$ cat src/hdl/pfx_eval_pkg.sv
// package for the postfix evaluator: types, status codes, character codes
// no dependencies
package pfx_eval_pkg;

    localparam int STACK_DEPTH_DEF = 64;
    localparam int WORD_W          = 32;

    localparam logic [7:0] CH_ZERO  = 8'h30;
    localparam logic [7:0] CH_NINE  = 8'h39;
    localparam logic [7:0] CH_PLUS  = 8'h2B;
    localparam logic [7:0] CH_MINUS = 8'h2D;
    localparam logic [7:0] CH_MUL   = 8'h2A;
    localparam logic [7:0] CH_DIV   = 8'h2F;
    localparam logic [7:0] CH_POW   = 8'h5E;

    typedef enum logic [2:0] {
        ST_OK       = 3'd0,
        ST_UNDER    = 3'd1,
        ST_OVER     = 3'd2,
        ST_DIVZERO  = 3'd3,
        ST_LEFTOVER = 3'd4
    } t_status;

    typedef enum logic [3:0] {
        S_IDLE,
        S_RD1,
        S_RD2,
        S_OPS,
        S_MUL,
        S_DIV,
        S_POW,
        S_PUSH,
        S_FIN,
        S_OUT
    } t_state;

endpackage

$ cat src/hdl/postfix_expression_evaluator.sv
// Postfix evaluator: one character per input word. A digit pushes; an operator
// pops two operands, combines them and pushes. A digit passes S_RD1, S_PUSH and
// S_FIN; + - or an unknown operator also passes S_RD2 and S_OPS (two stack reads
// from the RAM, one write). Underflow, a full stack or a sticky error end the
// word in S_RD1, a zero divisor in S_OPS. * adds a shift-add multiply, / adds a
// restoring divider, and ^ runs square-and-multiply on the multiply's shared
// adder, with up to two multiplies per exponent bit. The block is not ready while
// a word is in work. The final word passes through S_OUT to load the output
// register; the result sits there until taken while the block goes on taking
// words, and the next final word waits in S_OUT only while the earlier result is held.
// depends on pfx_eval_pkg and pfx_eval_ram
module postfix_expression_evaluator
    import pfx_eval_pkg::*;
#(
    parameter int STACK_DEPTH = STACK_DEPTH_DEF
) (
    input  logic               i_clk,
    input  logic               i_rst_n,
    input  logic               i_valid,
    output logic               o_stall,
    input  logic [7:0]         i_symbol,
    input  logic               i_last,
    output logic               o_valid,
    input  logic               i_stall,
    output logic signed [31:0] o_value,
    output logic [2:0]         o_status
);
    localparam int AW = $clog2(STACK_DEPTH);
    localparam int PW = $clog2(STACK_DEPTH + 1);

    t_state r_state, n_state;
    logic [PW-1:0] r_sp, n_sp;
    t_status r_err, n_err;
    logic [7:0] r_sym;
    logic r_last;
    logic [31:0] r_l, r_r, r_acc, r_a, r_b, r_ex;
    logic [31:0] n_l, n_r, n_acc, n_a, n_b, n_ex;
    logic [5:0] r_cnt, n_cnt;
    logic r_neg, n_neg, r_psq, n_psq;
    logic r_val, n_val;
    logic [31:0] r_value, n_value;
    logic [2:0] r_status, n_status;

    logic ram_we;
    logic [AW-1:0] ram_wa, ram_ra;
    logic [31:0] ram_wd, ram_rd;

    pfx_eval_ram #(.WIDTH(32), .DEPTH(STACK_DEPTH)) u_stack (
        .i_clk(i_clk), .i_we(ram_we), .i_waddr(ram_wa), .i_wdata(ram_wd),
        .i_raddr(ram_ra), .o_rdata(ram_rd)
    );

    logic is_digit;
    assign is_digit = (r_sym >= CH_ZERO) && (r_sym <= CH_NINE);

    // earlier result still waiting at the output
    logic out_hold;
    assign out_hold = r_val && i_stall;

    t_status fin_status;
    always_comb begin
        fin_status = r_err;
        if (r_err == ST_OK) begin
            if (r_sp == PW'(0)) fin_status = ST_UNDER;
            else if (r_sp > PW'(1)) fin_status = ST_LEFTOVER;
        end
    end

    // multiply adder (shared by * and ^) and divide trial subtractor
    logic [31:0] sum;
    logic [32:0] dtrial;
    assign sum    = r_acc + r_a;
    assign dtrial = {r_acc, r_a[31]} - {1'b0, r_b};

    logic [31:0] lmag, rmag;
    assign lmag = r_l[31] ? 32'(0 - r_l) : r_l;
    assign rmag = r_r[31] ? 32'(0 - r_r) : r_r;

    assign o_stall = (r_state != S_IDLE);
    assign o_valid = r_val;
    assign o_value = r_value;
    assign o_status = r_status;

    // next state
    always_comb begin
        n_state = r_state;
        case (r_state)
            S_IDLE: if (i_valid && !o_stall) n_state = S_RD1;
            S_RD1: begin
                if (r_err != ST_OK) n_state = S_FIN;
                else if (is_digit) n_state = (r_sp >= PW'(STACK_DEPTH)) ? S_FIN : S_PUSH;
                else n_state = (r_sp < PW'(2)) ? S_FIN : S_RD2;
            end
            S_RD2: n_state = S_OPS;
            S_OPS: begin
                case (r_sym)
                    CH_MUL: n_state = S_MUL;
                    CH_DIV: n_state = (r_r == 32'd0) ? S_FIN : S_DIV;
                    CH_POW: n_state = r_r[31] ? S_PUSH : S_POW;
                    default: n_state = S_PUSH;
                endcase
            end
            S_MUL: if (r_cnt == 6'd31) n_state = S_PUSH;
            S_DIV: if (r_cnt == 6'd31) n_state = S_PUSH;
            S_POW: if (r_ex == 32'd0 && r_cnt == 6'd0 && !r_psq) n_state = S_PUSH;
            S_PUSH: n_state = S_FIN;
            S_FIN: n_state = r_last ? S_OUT : S_IDLE;
            S_OUT: n_state = out_hold ? S_OUT : S_IDLE;
            default: n_state = S_IDLE;
        endcase
    end

    // datapath and outputs
    always_comb begin
        n_sp = r_sp; n_err = r_err;
        n_l = r_l; n_r = r_r; n_acc = r_acc; n_a = r_a; n_b = r_b; n_ex = r_ex;
        n_cnt = r_cnt; n_neg = r_neg; n_psq = r_psq;
        n_val = r_val; n_value = r_value; n_status = r_status;
        ram_we = 1'b0; ram_wa = AW'(r_sp); ram_wd = r_acc;
        ram_ra = AW'(r_sp - PW'(1));
        if (r_val && !i_stall) n_val = 1'b0;
        case (r_state)
            S_IDLE: ram_ra = AW'(r_sp - PW'(1));
            S_RD1: begin
                ram_ra = AW'(r_sp - PW'(2));
                if (r_err == ST_OK) begin
                    if (is_digit) begin
                        if (r_sp >= PW'(STACK_DEPTH)) n_err = ST_OVER;
                        else n_acc = {28'd0, 4'(r_sym - CH_ZERO)};
                    end else if (r_sp < PW'(2)) begin
                        n_err = ST_UNDER;
                    end else begin
                        n_r = ram_rd;
                    end
                end
            end
            S_RD2: begin
                // left operand sits one below the top
                n_l = ram_rd;
                n_sp = r_sp - PW'(2);
            end
            S_OPS: begin
                // note: here r_r = right operand, r_l = left operand
                n_cnt = 6'd0;
                case (r_sym)
                    CH_PLUS:  n_acc = r_l + r_r;
                    CH_MINUS: n_acc = r_l - r_r;
                    CH_MUL: begin
                        n_acc = 32'd0; n_a = r_l; n_b = r_r;
                    end
                    CH_DIV: begin
                        if (r_r == 32'd0) n_err = ST_DIVZERO;
                        n_acc = 32'd0; n_a = lmag; n_b = rmag;
                        n_neg = r_l[31] ^ r_r[31];
                    end
                    CH_POW: begin
                        if (r_r[31]) begin
                            if (r_l == 32'd1) n_acc = 32'd1;
                            else if (r_l == 32'hFFFF_FFFF)
                                n_acc = r_r[0] ? 32'hFFFF_FFFF : 32'd1;
                            else n_acc = 32'd0;
                        end else begin
                            // r_l = result, r_r = base, n_ex = exponent
                            n_ex = r_r; n_r = r_l; n_l = 32'd1; n_psq = 1'b0;
                        end
                    end
                    default: n_acc = 32'd0;
                endcase
            end
            S_MUL, S_POW: begin
                if (r_cnt == 6'd0 && r_state == S_POW) begin
                    // start next multiply: result*base if bit set, else square
                    if (!r_psq && r_ex != 32'd0) begin
                        n_acc = 32'd0;
                        if (r_ex[0]) begin
                            n_a = r_l; n_b = r_r; n_psq = 1'b1;
                        end else begin
                            n_a = r_r; n_b = r_r; n_psq = 1'b1;
                        end
                        n_cnt = 6'd1;
                    end else if (r_ex == 32'd0) begin
                        n_acc = r_l;
                        n_psq = 1'b0;
                    end
                end else begin
                    // shift-add step: acc += a if b lsb, a <<= 1, b >>= 1
                    if (r_b[0]) n_acc = sum;
                    n_a = {r_a[30:0], 1'b0};
                    n_b = {1'b0, r_b[31:1]};
                    n_cnt = r_cnt + 6'd1;
                    if (r_state == S_MUL) begin
                        if (r_cnt == 6'd31) n_cnt = 6'd0;
                    end else if (r_cnt == 6'd32) begin
                        // multiply done: the final step's sum goes into the result or the base
                        n_cnt = 6'd0; n_psq = 1'b0;
                        if (r_ex[0]) begin
                            n_l = r_b[0] ? sum : r_acc;
                            n_ex = {r_ex[31:1], 1'b0};
                        end else begin
                            n_r = r_b[0] ? sum : r_acc;
                            n_ex = {1'b0, r_ex[31:1]};
                        end
                    end
                end
            end
            S_DIV: begin
                // restoring division: acc remainder, a shifts dividend out, quotient in, b divisor
                n_a = {r_a[30:0], ~dtrial[32]};
                n_acc = dtrial[32] ? {r_acc[30:0], r_a[31]} : dtrial[31:0];
                n_cnt = r_cnt + 6'd1;
                if (r_cnt == 6'd31) begin
                    n_acc = r_neg ? 32'(0 - {r_a[30:0], ~dtrial[32]})
                                  : {r_a[30:0], ~dtrial[32]};
                    n_cnt = 6'd0;
                end
            end
            S_PUSH: begin
                ram_we = 1'b1; ram_wa = AW'(r_sp); ram_wd = r_acc;
                n_sp = r_sp + PW'(1);
            end
            S_FIN: ram_ra = AW'(0);
            S_OUT: begin
                ram_ra = AW'(0);
                if (!out_hold) begin
                    n_status = fin_status;
                    n_value = (fin_status == ST_OK) ? ram_rd : 32'd0;
                    n_val = 1'b1;
                    n_sp = '0; n_err = ST_OK;
                end
            end
            default: ;
        endcase
    end

    always_ff @(posedge i_clk) begin
        if (!i_rst_n) begin
            r_state <= S_IDLE; r_sp <= '0; r_err <= ST_OK;
            r_val <= 1'b0; r_cnt <= '0; r_psq <= 1'b0;
        end else begin
            r_state <= n_state; r_sp <= n_sp; r_err <= n_err;
            r_val <= n_val; r_cnt <= n_cnt; r_psq <= n_psq;
        end
    end

    always_ff @(posedge i_clk) begin
        if (r_state == S_IDLE && i_valid && !o_stall) begin
            r_sym <= i_symbol; r_last <= i_last;
        end
        r_l <= n_l; r_r <= n_r; r_acc <= n_acc; r_a <= n_a; r_b <= n_b;
        r_ex <= n_ex; r_neg <= n_neg;
        r_value <= n_value; r_status <= n_status;
    end

`ifndef SYNTHESIS
    a_sp_bound: assert property (@(posedge i_clk) disable iff (!i_rst_n)
        r_sp <= PW'(STACK_DEPTH)) else $error("stack pointer out of range");
    a_busy_stall: assert property (@(posedge i_clk) disable iff (!i_rst_n)
        (r_state != S_IDLE) |-> o_stall) else $error("ready while busy");
    a_out_clear: assert property (@(posedge i_clk) disable iff (!i_rst_n)
        (r_state == S_OUT && !out_hold) |=> (r_sp == '0 && r_err == ST_OK && r_val))
        else $error("end of expression not cleared");
    a_err_value: assert property (@(posedge i_clk) disable iff (!i_rst_n)
        (r_val && r_status != ST_OK) |-> (r_value == 32'd0))
        else $error("nonzero value with error");
    a_out_stable: assert property (@(posedge i_clk) disable iff (!i_rst_n)
        (o_valid && i_stall) |=> (o_valid && $stable(o_value) && $stable(o_status)))
        else $error("held result changed");
`endif
endmodule

$ cat src/hdl/pfx_eval_ram.sv
// generic single-port-write, one-read RAM with registered read
// no dependencies
module pfx_eval_ram #(
    parameter int WIDTH = 32,
    parameter int DEPTH = 64
) (
    input  logic                     i_clk,
    input  logic                     i_we,
    input  logic [$clog2(DEPTH)-1:0] i_waddr,
    input  logic [WIDTH-1:0]         i_wdata,
    input  logic [$clog2(DEPTH)-1:0] i_raddr,
    output logic [WIDTH-1:0]         o_rdata
);
    logic [WIDTH-1:0] r_mem [DEPTH];

    always_ff @(posedge i_clk) begin
        if (i_we) begin
            r_mem[i_waddr] <= i_wdata;
        end
        o_rdata <= r_mem[i_raddr];
    end
endmodule

$ cat config.mk
export PLATFORM = sky130hd
export DESIGN_NAME = postfix_expression_evaluator
export DESIGN_NICKNAME = d
export VERILOG_FILES = /design/src/hdl/pfx_eval_pkg.sv /design/src/hdl/postfix_expression_evaluator.sv /design/src/hdl/pfx_eval_ram.sv
export SDC_FILE = /design/constraint.sdc
export NUM_CORES = 2
export LEC_CHECK = 0
export BUFFER_PORTS_ARGS = -buffer_cell sky130_fd_sc_hd__buf_4
export CAP_MARGIN = 20
export CORE_MARGIN = 2
export CORE_UTILIZATION = 60
export CTS_CLUSTER_SIZE = 30
export DETAILED_ROUTE_END_ITERATION = 10
export HOLD_SLACK_MARGIN = 0.06
export PLACE_DENSITY = 0.76
export SLEW_MARGIN = 30
export SYNTH_ARGS = -nofsm -noshare
export SYNTH_HDL_FRONTEND = slang
export SYNTH_HIERARCHICAL = 1
export SYNTH_SLANG_ARGS = --single-unit
$ cat constraint.sdc
create_clock -name i_clk -period 6.7 [get_ports i_clk]
set_clock_uncertainty 0.1 [all_clocks]
set_input_delay 1.34 -clock i_clk [delete_from_list [all_inputs] [get_ports i_clk]]
set_output_delay 1.34 -clock i_clk [all_outputs]
set_load 0.05 [all_outputs]
---- Word-level counts from Yosys, hierarchy flattened ----
Memory sizes are Yosys's and may differ from the RTL's. A register that Yosys moved wholly into a read port is not among the register bits.
Index checks and enable logic that the tools add are counted.
operators by class
  add/subtract/negate cells ............... 12
  order comparisons ....................... 5
  eq/ne operators ......................... 44
  mux-type cells .......................... 98
  bitwise operators ....................... 3
  reductions and logical operators ........ 48
operators with widths
  cell                                               count
  2-to-1 mux 32 bit                                  42
  case mux 32 bit (3 select lines)                   4
  case mux 32 bit (2 select lines)                   4
  case mux 32 bit (4 select lines)                   1
  subtractor 1 x 32 -> 32 bit, first input constant  3
  adder 32 bit                                       2
  logical NOT 32 bit                                 2
  2-to-1 mux 4 bit                                   10
  case mux 4 bit (9 select lines)                    1
  subtractor 33 x 32 -> 33 bit                       1
  == test 32 x 1 -> 1 bit, second input constant     1
  == test 32 bit, second input constant              1
  == test 8 x 6 -> 1 bit, second input constant      4
  != test 2 bit, second input constant               16
  nonzero test 32 bit                                1
  subtractor 32 bit                                  1
  2-to-1 mux 3 bit                                   10
  2-to-1 mux 6 bit                                   5
  case mux 7 bit (3 select lines)                    1
  AND reduction 7 bit                                3
  != test 3 bit, second input constant               6
  case mux 6 bit (3 select lines)                    1
  AND reduction 6 bit                                3
  nonzero test 3 bit                                 6
  41 further kinds                                   81
storage, ports and cells
  bits in registers ....................... 259
  RAM bits ................................ 2,048
  input port bits ......................... 13
  word-level logic and storage cells ...... 230
  memories ................................ 1
memories
  name           depth  bits a word  rd ports  clocked after Yosys merged registers in  write ports  RTL line            text
  u_stack.r_mem  64     32           1         1                                        1            pfx_eval_ram.sv:14  logic [WIDTH-1:0] r_mem [DEPTH];

---- Logic depth before layout (Yosys ltp) ----
  depth in word-level cells ............... 7
  mapped depth ............................ 21

---- Modules after synthesis ----
The synthesis kept the hierarchy.
by module, submodules not included
  module                        instances  cells an instance  area each (um^2)  sequential area each (um^2)
  pfx_eval_ram                  1          3,511              79,039.6          62,139.6
  postfix_expression_evaluator  1          2,414              20,915.1          7,507.2

---- Worst setup path before layout ----
OpenSTA, ideal clock, no wires.
  kind .................................... reg-to-reg
  start ................................... reg r_r[0]
  end ..................................... reg r_acc[29] (data pin)
  arrival ................................. 4.693 ns
  data required time ...................... 6.341 ns
  path slack .............................. 1.648 ns
  stages on the path, launching flop included .. 22
  clock period less this slack ............ 5.052 ns
  path through ............................ edfxtp_1 inv_1 ha_1 or3b_1 nor3_1 nand2_1 or4_1 nor3_1 nor2_1 xnor2_1 ha_1 clkbuf_1 a211oi_1 o211ai_1 a211o_1 a21o_1 a31oi_1 o21ai_1 a311o_1 xor2_1 a21oi_1 o21ai_1
between the ends
  longest elaborated chain between the ends .. 6
RTL lines
  item                                                       RTL line                             text
  from (decl)                                                postfix_expression_evaluator.sv:36   logic [31:0] r_l, r_r, r_acc, r_a, r_b, r_ex;
  from (signal assigned)                                     postfix_expression_evaluator.sv:249  r_l <= n_l; r_r <= n_r; r_acc <= n_acc; r_a <= n_a; r_b <= n_b;
  branches (longest 4 deep; another with subtractor 32 bit)  -
  case mux 32 bit (3 select lines) *                         postfix_expression_evaluator.sv:145  case (r_sym)
  case mux 32 bit (4 select lines) *                         postfix_expression_evaluator.sv:122  case (r_state)
  net n_acc[29]                                              postfix_expression_evaluator.sv:37   logic [31:0] n_l, n_r, n_acc, n_a, n_b, n_ex;
  to (signal assigned)                                       postfix_expression_evaluator.sv:249
  to (decl)                                                  postfix_expression_evaluator.sv:36
Mark *: on every way through the listed nets, which the timed path passes. The select of a mux whose other input is x is not followed.
A chain may end at the register's enable or synchronous reset.

---- Final worst setup path ----
  start ................................... reg r_r[9]
  end ..................................... reg r_acc[30] (data pin)
between the ends
  longest elaborated chain between the ends .. 3
RTL lines
  item                                                      RTL line
  subtractor 32 bit / adder 32 bit (equally long branches)  postfix_expression_evaluator.sv:147, postfix_expression_evaluator.sv:146
  case mux 32 bit (3 select lines) *                        postfix_expression_evaluator.sv:145
  case mux 32 bit (4 select lines) *                        postfix_expression_evaluator.sv:122
  net n_acc[30]                                             postfix_expression_evaluator.sv:37
The timed path passes the listed nets; every way through them passes the cells marked *.

==> impl_metrics.tcl <==
set metrics [dict create \
    ys_ff_latch 2337 \
    grt_pass1_wl_um 441000 \
    maxCapViolations 0 \
    initial_utilization 0.605 \
    crit_start "r_r[9]" \
    drt_iter0_drc 10900 \
    period_minus_slack_ns 5.90 \
    r2r_end "r_acc[30]" \
    numClockSinks 2337 \
    drv_slew 0 \
    stdcell_area_um2 112000 \
    seq_area_frac_synth 0.697 \
    synth_area_leaders "edfxtp_1 69%, mux4_2 10%, mux2i_1 2.3%" \
    hold_violations 0 \
    syn_area_per_cell_um2 16.9 \
    critical_path_required_ns 7.15 \
    max_slew.worst_pin.slew_ns 1.10 \
    worstSkewPairLatency_ns 0.87 \
    grt_pass1_vias 59800 \
    first_pass_iters 10 \
    ys_types 93 \
    ys.flop_type "edfxtp_1" \
    yosysTopAreaCell "edfxtp_1" \
    ff2ff_setup_slack_ns 0.80 \
    slew_headroom 0.260 \
    ff2ff_path_depth 17 \
    instances_no_fill 8477 \
    yosysWarnings 6 \
    num_vias 62200 \
    grt_setup_unrepaired "false" \
    clk_pin_slew_ns 0.07 \
    power_density_nw_per_um2 542 \
    antenna_found_initial 31 \
    detailed_place_hpwl_um 190000 \
    syn_area_um2 100000 \
    end_kind "flop" \
    place.gp.congestion 1.02 \
    criticalPathCategory "reg -> reg" \
    syn_inst 5925 \
    numPortBuffers 49 \
    vias_per_cell 7.34 \
    dieHeight_um 412 \
    core_area_um2 165000 \
    dp.cells 8054 \
    synth_edf_count 2284 \
    fmax_ghz 0.169 \
    totalWireLength_um 315000 \
    syn_nets 6051 \
    grt_max_degree 104 \
    whs_ns 0.420 \
    critPathLaunchType "flop" \
    cts_setup_buffers 0 \
    arrival_ns 6.36 \
    ir_worst_vdd_mv 0.881 \
    min-delay-path-class "reg -> reg" \
    place_area_um2 104000 \
    htree_levels 4 \
    post_cts_resized 0 \
    min_to "r_cnt[1]" \
    dieArea_um2 170000 \
    num-nets-final 6216 \
    hold_depth 2 \
    min-delay-start "r_cnt[1]" \
    cts_inserted_buffers 219 \
    synthArstFlopShare 0 \
    clock_path_buffers 3 \
    timing.final.crit_share 0.881 \
    syn2layout_area_growth_pct 11.7 \
    wl_per_cell_um 37.1 \
    setup_tns_ns 0 \
    status "finished, final reports clean" \
    fp.dieW_um 412 \
    grt_use_total 0.371 \
    fill_cells 10500 \
    worstPathMaxFanout 9 \
    rr_startpoint "r_r[9]" \
    io_pins 50 \
    setup_violations 0 \
    synth_top_area_share 0.686 \
    detail-route-antenna-nets 0 \
    cts-root-buf "clkbuf_16" \
    overflow 0 \
    drc_errors 0 \
    cts_tree "yes" \
    num_rows 149 \
    leakage_nw 37.2 \
    drive_gt1_frac 0.193 \
    hold_buffers 0 \
]
-- synth_stat cells (all sizes together), types with 11 or more instances --
library cell / instances
a211o: 21
a211oi: 44
a21boi: 16
a21o: 64
a21oi: 200
a221oi: 18
a222oi: 28
a22o: 18
a22oi: 138
a311o: 14
a311oi: 11
a31oi: 37
and2: 46
and3: 22
buf: 146
clkbuf: 208
dfxtp: 53
edfxtp: 2284
ha: 110
inv: 81
mux2i: 234
mux4: 446
nand2: 309
nand2b: 35
nand3: 118
nand3b: 41
nand4: 23
nor2: 262
nor2b: 34
nor3: 63
nor3b: 11
nor4: 18
o211ai: 38
o21a: 20
o21ai: 258
o221ai: 39
o22a: 14
o22ai: 54
o31ai: 26
or2: 18
or3: 19
or4: 12
xnor2: 100
xor2: 67
-- where the power goes --
group | internal [mW] | switching [mW] | leakage [nW]
sequential | 17.8 | 0.974 | 21.0
clock | 7.26 | 5.54 | 3.58
combinational | 10.2 | 18.7 | 12.6
-- cell type report --
type	instances	area, µm²	share of cell area
antenna	10	25.0	0.000224
clock buffer	287	5920	0.0530
clock inverter	122	1490	0.0134
inverter	83	312	0.00279
multi-input combinational	3151	28900	0.258
sequential	2337	69600	0.624
tap	2189	2740	0.0245
timing repair buffer	298	2670	0.0239
-- worst max-delay path, cell delays in order (launching register included) --
cell and delay, ns:
edfxtp_1 0.54, or4_1 0.62, or3_1 0.44, or2_1 0.29
or3_1 0.42, nor3_1 0.33, nor2_1 0.11, xnor2_1 0.16
ha_1 0.39, a21o_1 0.23, a211o_1 0.33, a2111oi_0 0.54
a211oi_1 0.24, a21oi_1 0.33, o21a_1 0.19, o21ai_0 0.10
xnor2_1 0.15, o21ai_0 0.09
-- metrics by stage --
step	worst slack (ns)	utilization	total power, mW
finish	0.797	0.676	60.5
global route	0.610	0.676	61.8
CTS	0.866	0.675	59.5
detailed placement	0.873	0.630	46.6
global placement	0.863	0.629	46.1
floorplan	1.65	-	35.8
-- placed cells by master (no fill, tap or decap), types with 51 or more instances in the layout --
cell / synthesis / layout
buf_4: 28 / 269
nor2_1: 262 / 183
nor3_1: 59 / 56
nor2_4: 0 / 67
xor2_1: 67 / 67
xnor2_1: 100 / 100
mux4_2: 446 / 446
o21ai_0: 251 / 250
edfxtp_1: 2284 / 2284
a21oi_1: 200 / 197
o22ai_1: 54 / 52
nand3_1: 118 / 118
a21o_1: 64 / 64
clkbuf_16: 0 / 222
dfxtp_1: 53 / 51
mux2i_1: 234 / 234
inv_1: 81 / 81
clkbuf_1: 206 / 53
a22oi_1: 138 / 138
ha_1: 110 / 110
nand2_1: 309 / 307
-- worst max-delay path by stage --
stage                           end  slack, ns  cells past startpoint
after floorplan           r_acc[29]       1.65                     21
after global placement    r_acc[30]       0.86                     17
after detailed placement  r_acc[29]       0.87                     21
after CTS                 r_acc[29]       0.87                     21
after global routing      r_acc[30]       0.61                     21
final                     r_acc[30]       0.80                     17
-- per-layer routing --
metal | routed length (µm) | vias to the layer above | global-route usage
met5 | 143 | - | 0
met4 | 16900 | 22 | 0.177
met3 | 47600 | 851 | 0.118
met2 | 139000 | 5556 | 0.538
met1 | 111000 | 31500 | 0.514
li1 | - | 24300 | -
-- sequential cells by signal, indices dropped and copies added, names as in the netlist, 7 cells and up --
register	cells
o_value	32
r_a	32
r_acc	32
r_b	32
r_ex	31
r_l	32
r_r	32
r_sp	7
r_sym	8
u_stack/o_rdata	32
u_stack/r_mem	2048
-- cells by family (layout without fill, tap and decap cells) --
group                    Yosys count  count (layout)  synth area share
flip-flops                      2337            2337             0.697
AO/OA/AOI/OAI                   1128            1128            0.0761
AND/OR/NAND/NOR                 1056            1056            0.0517
multiplexers                     687             687             0.125
buffers and inverters            437             790            0.0217
XOR/XNOR                         167             167            0.0146
adder cells (fa/ha/maj)          113             113            0.0144
other                              0              10                 0
(Power assumes the default switching activity.)
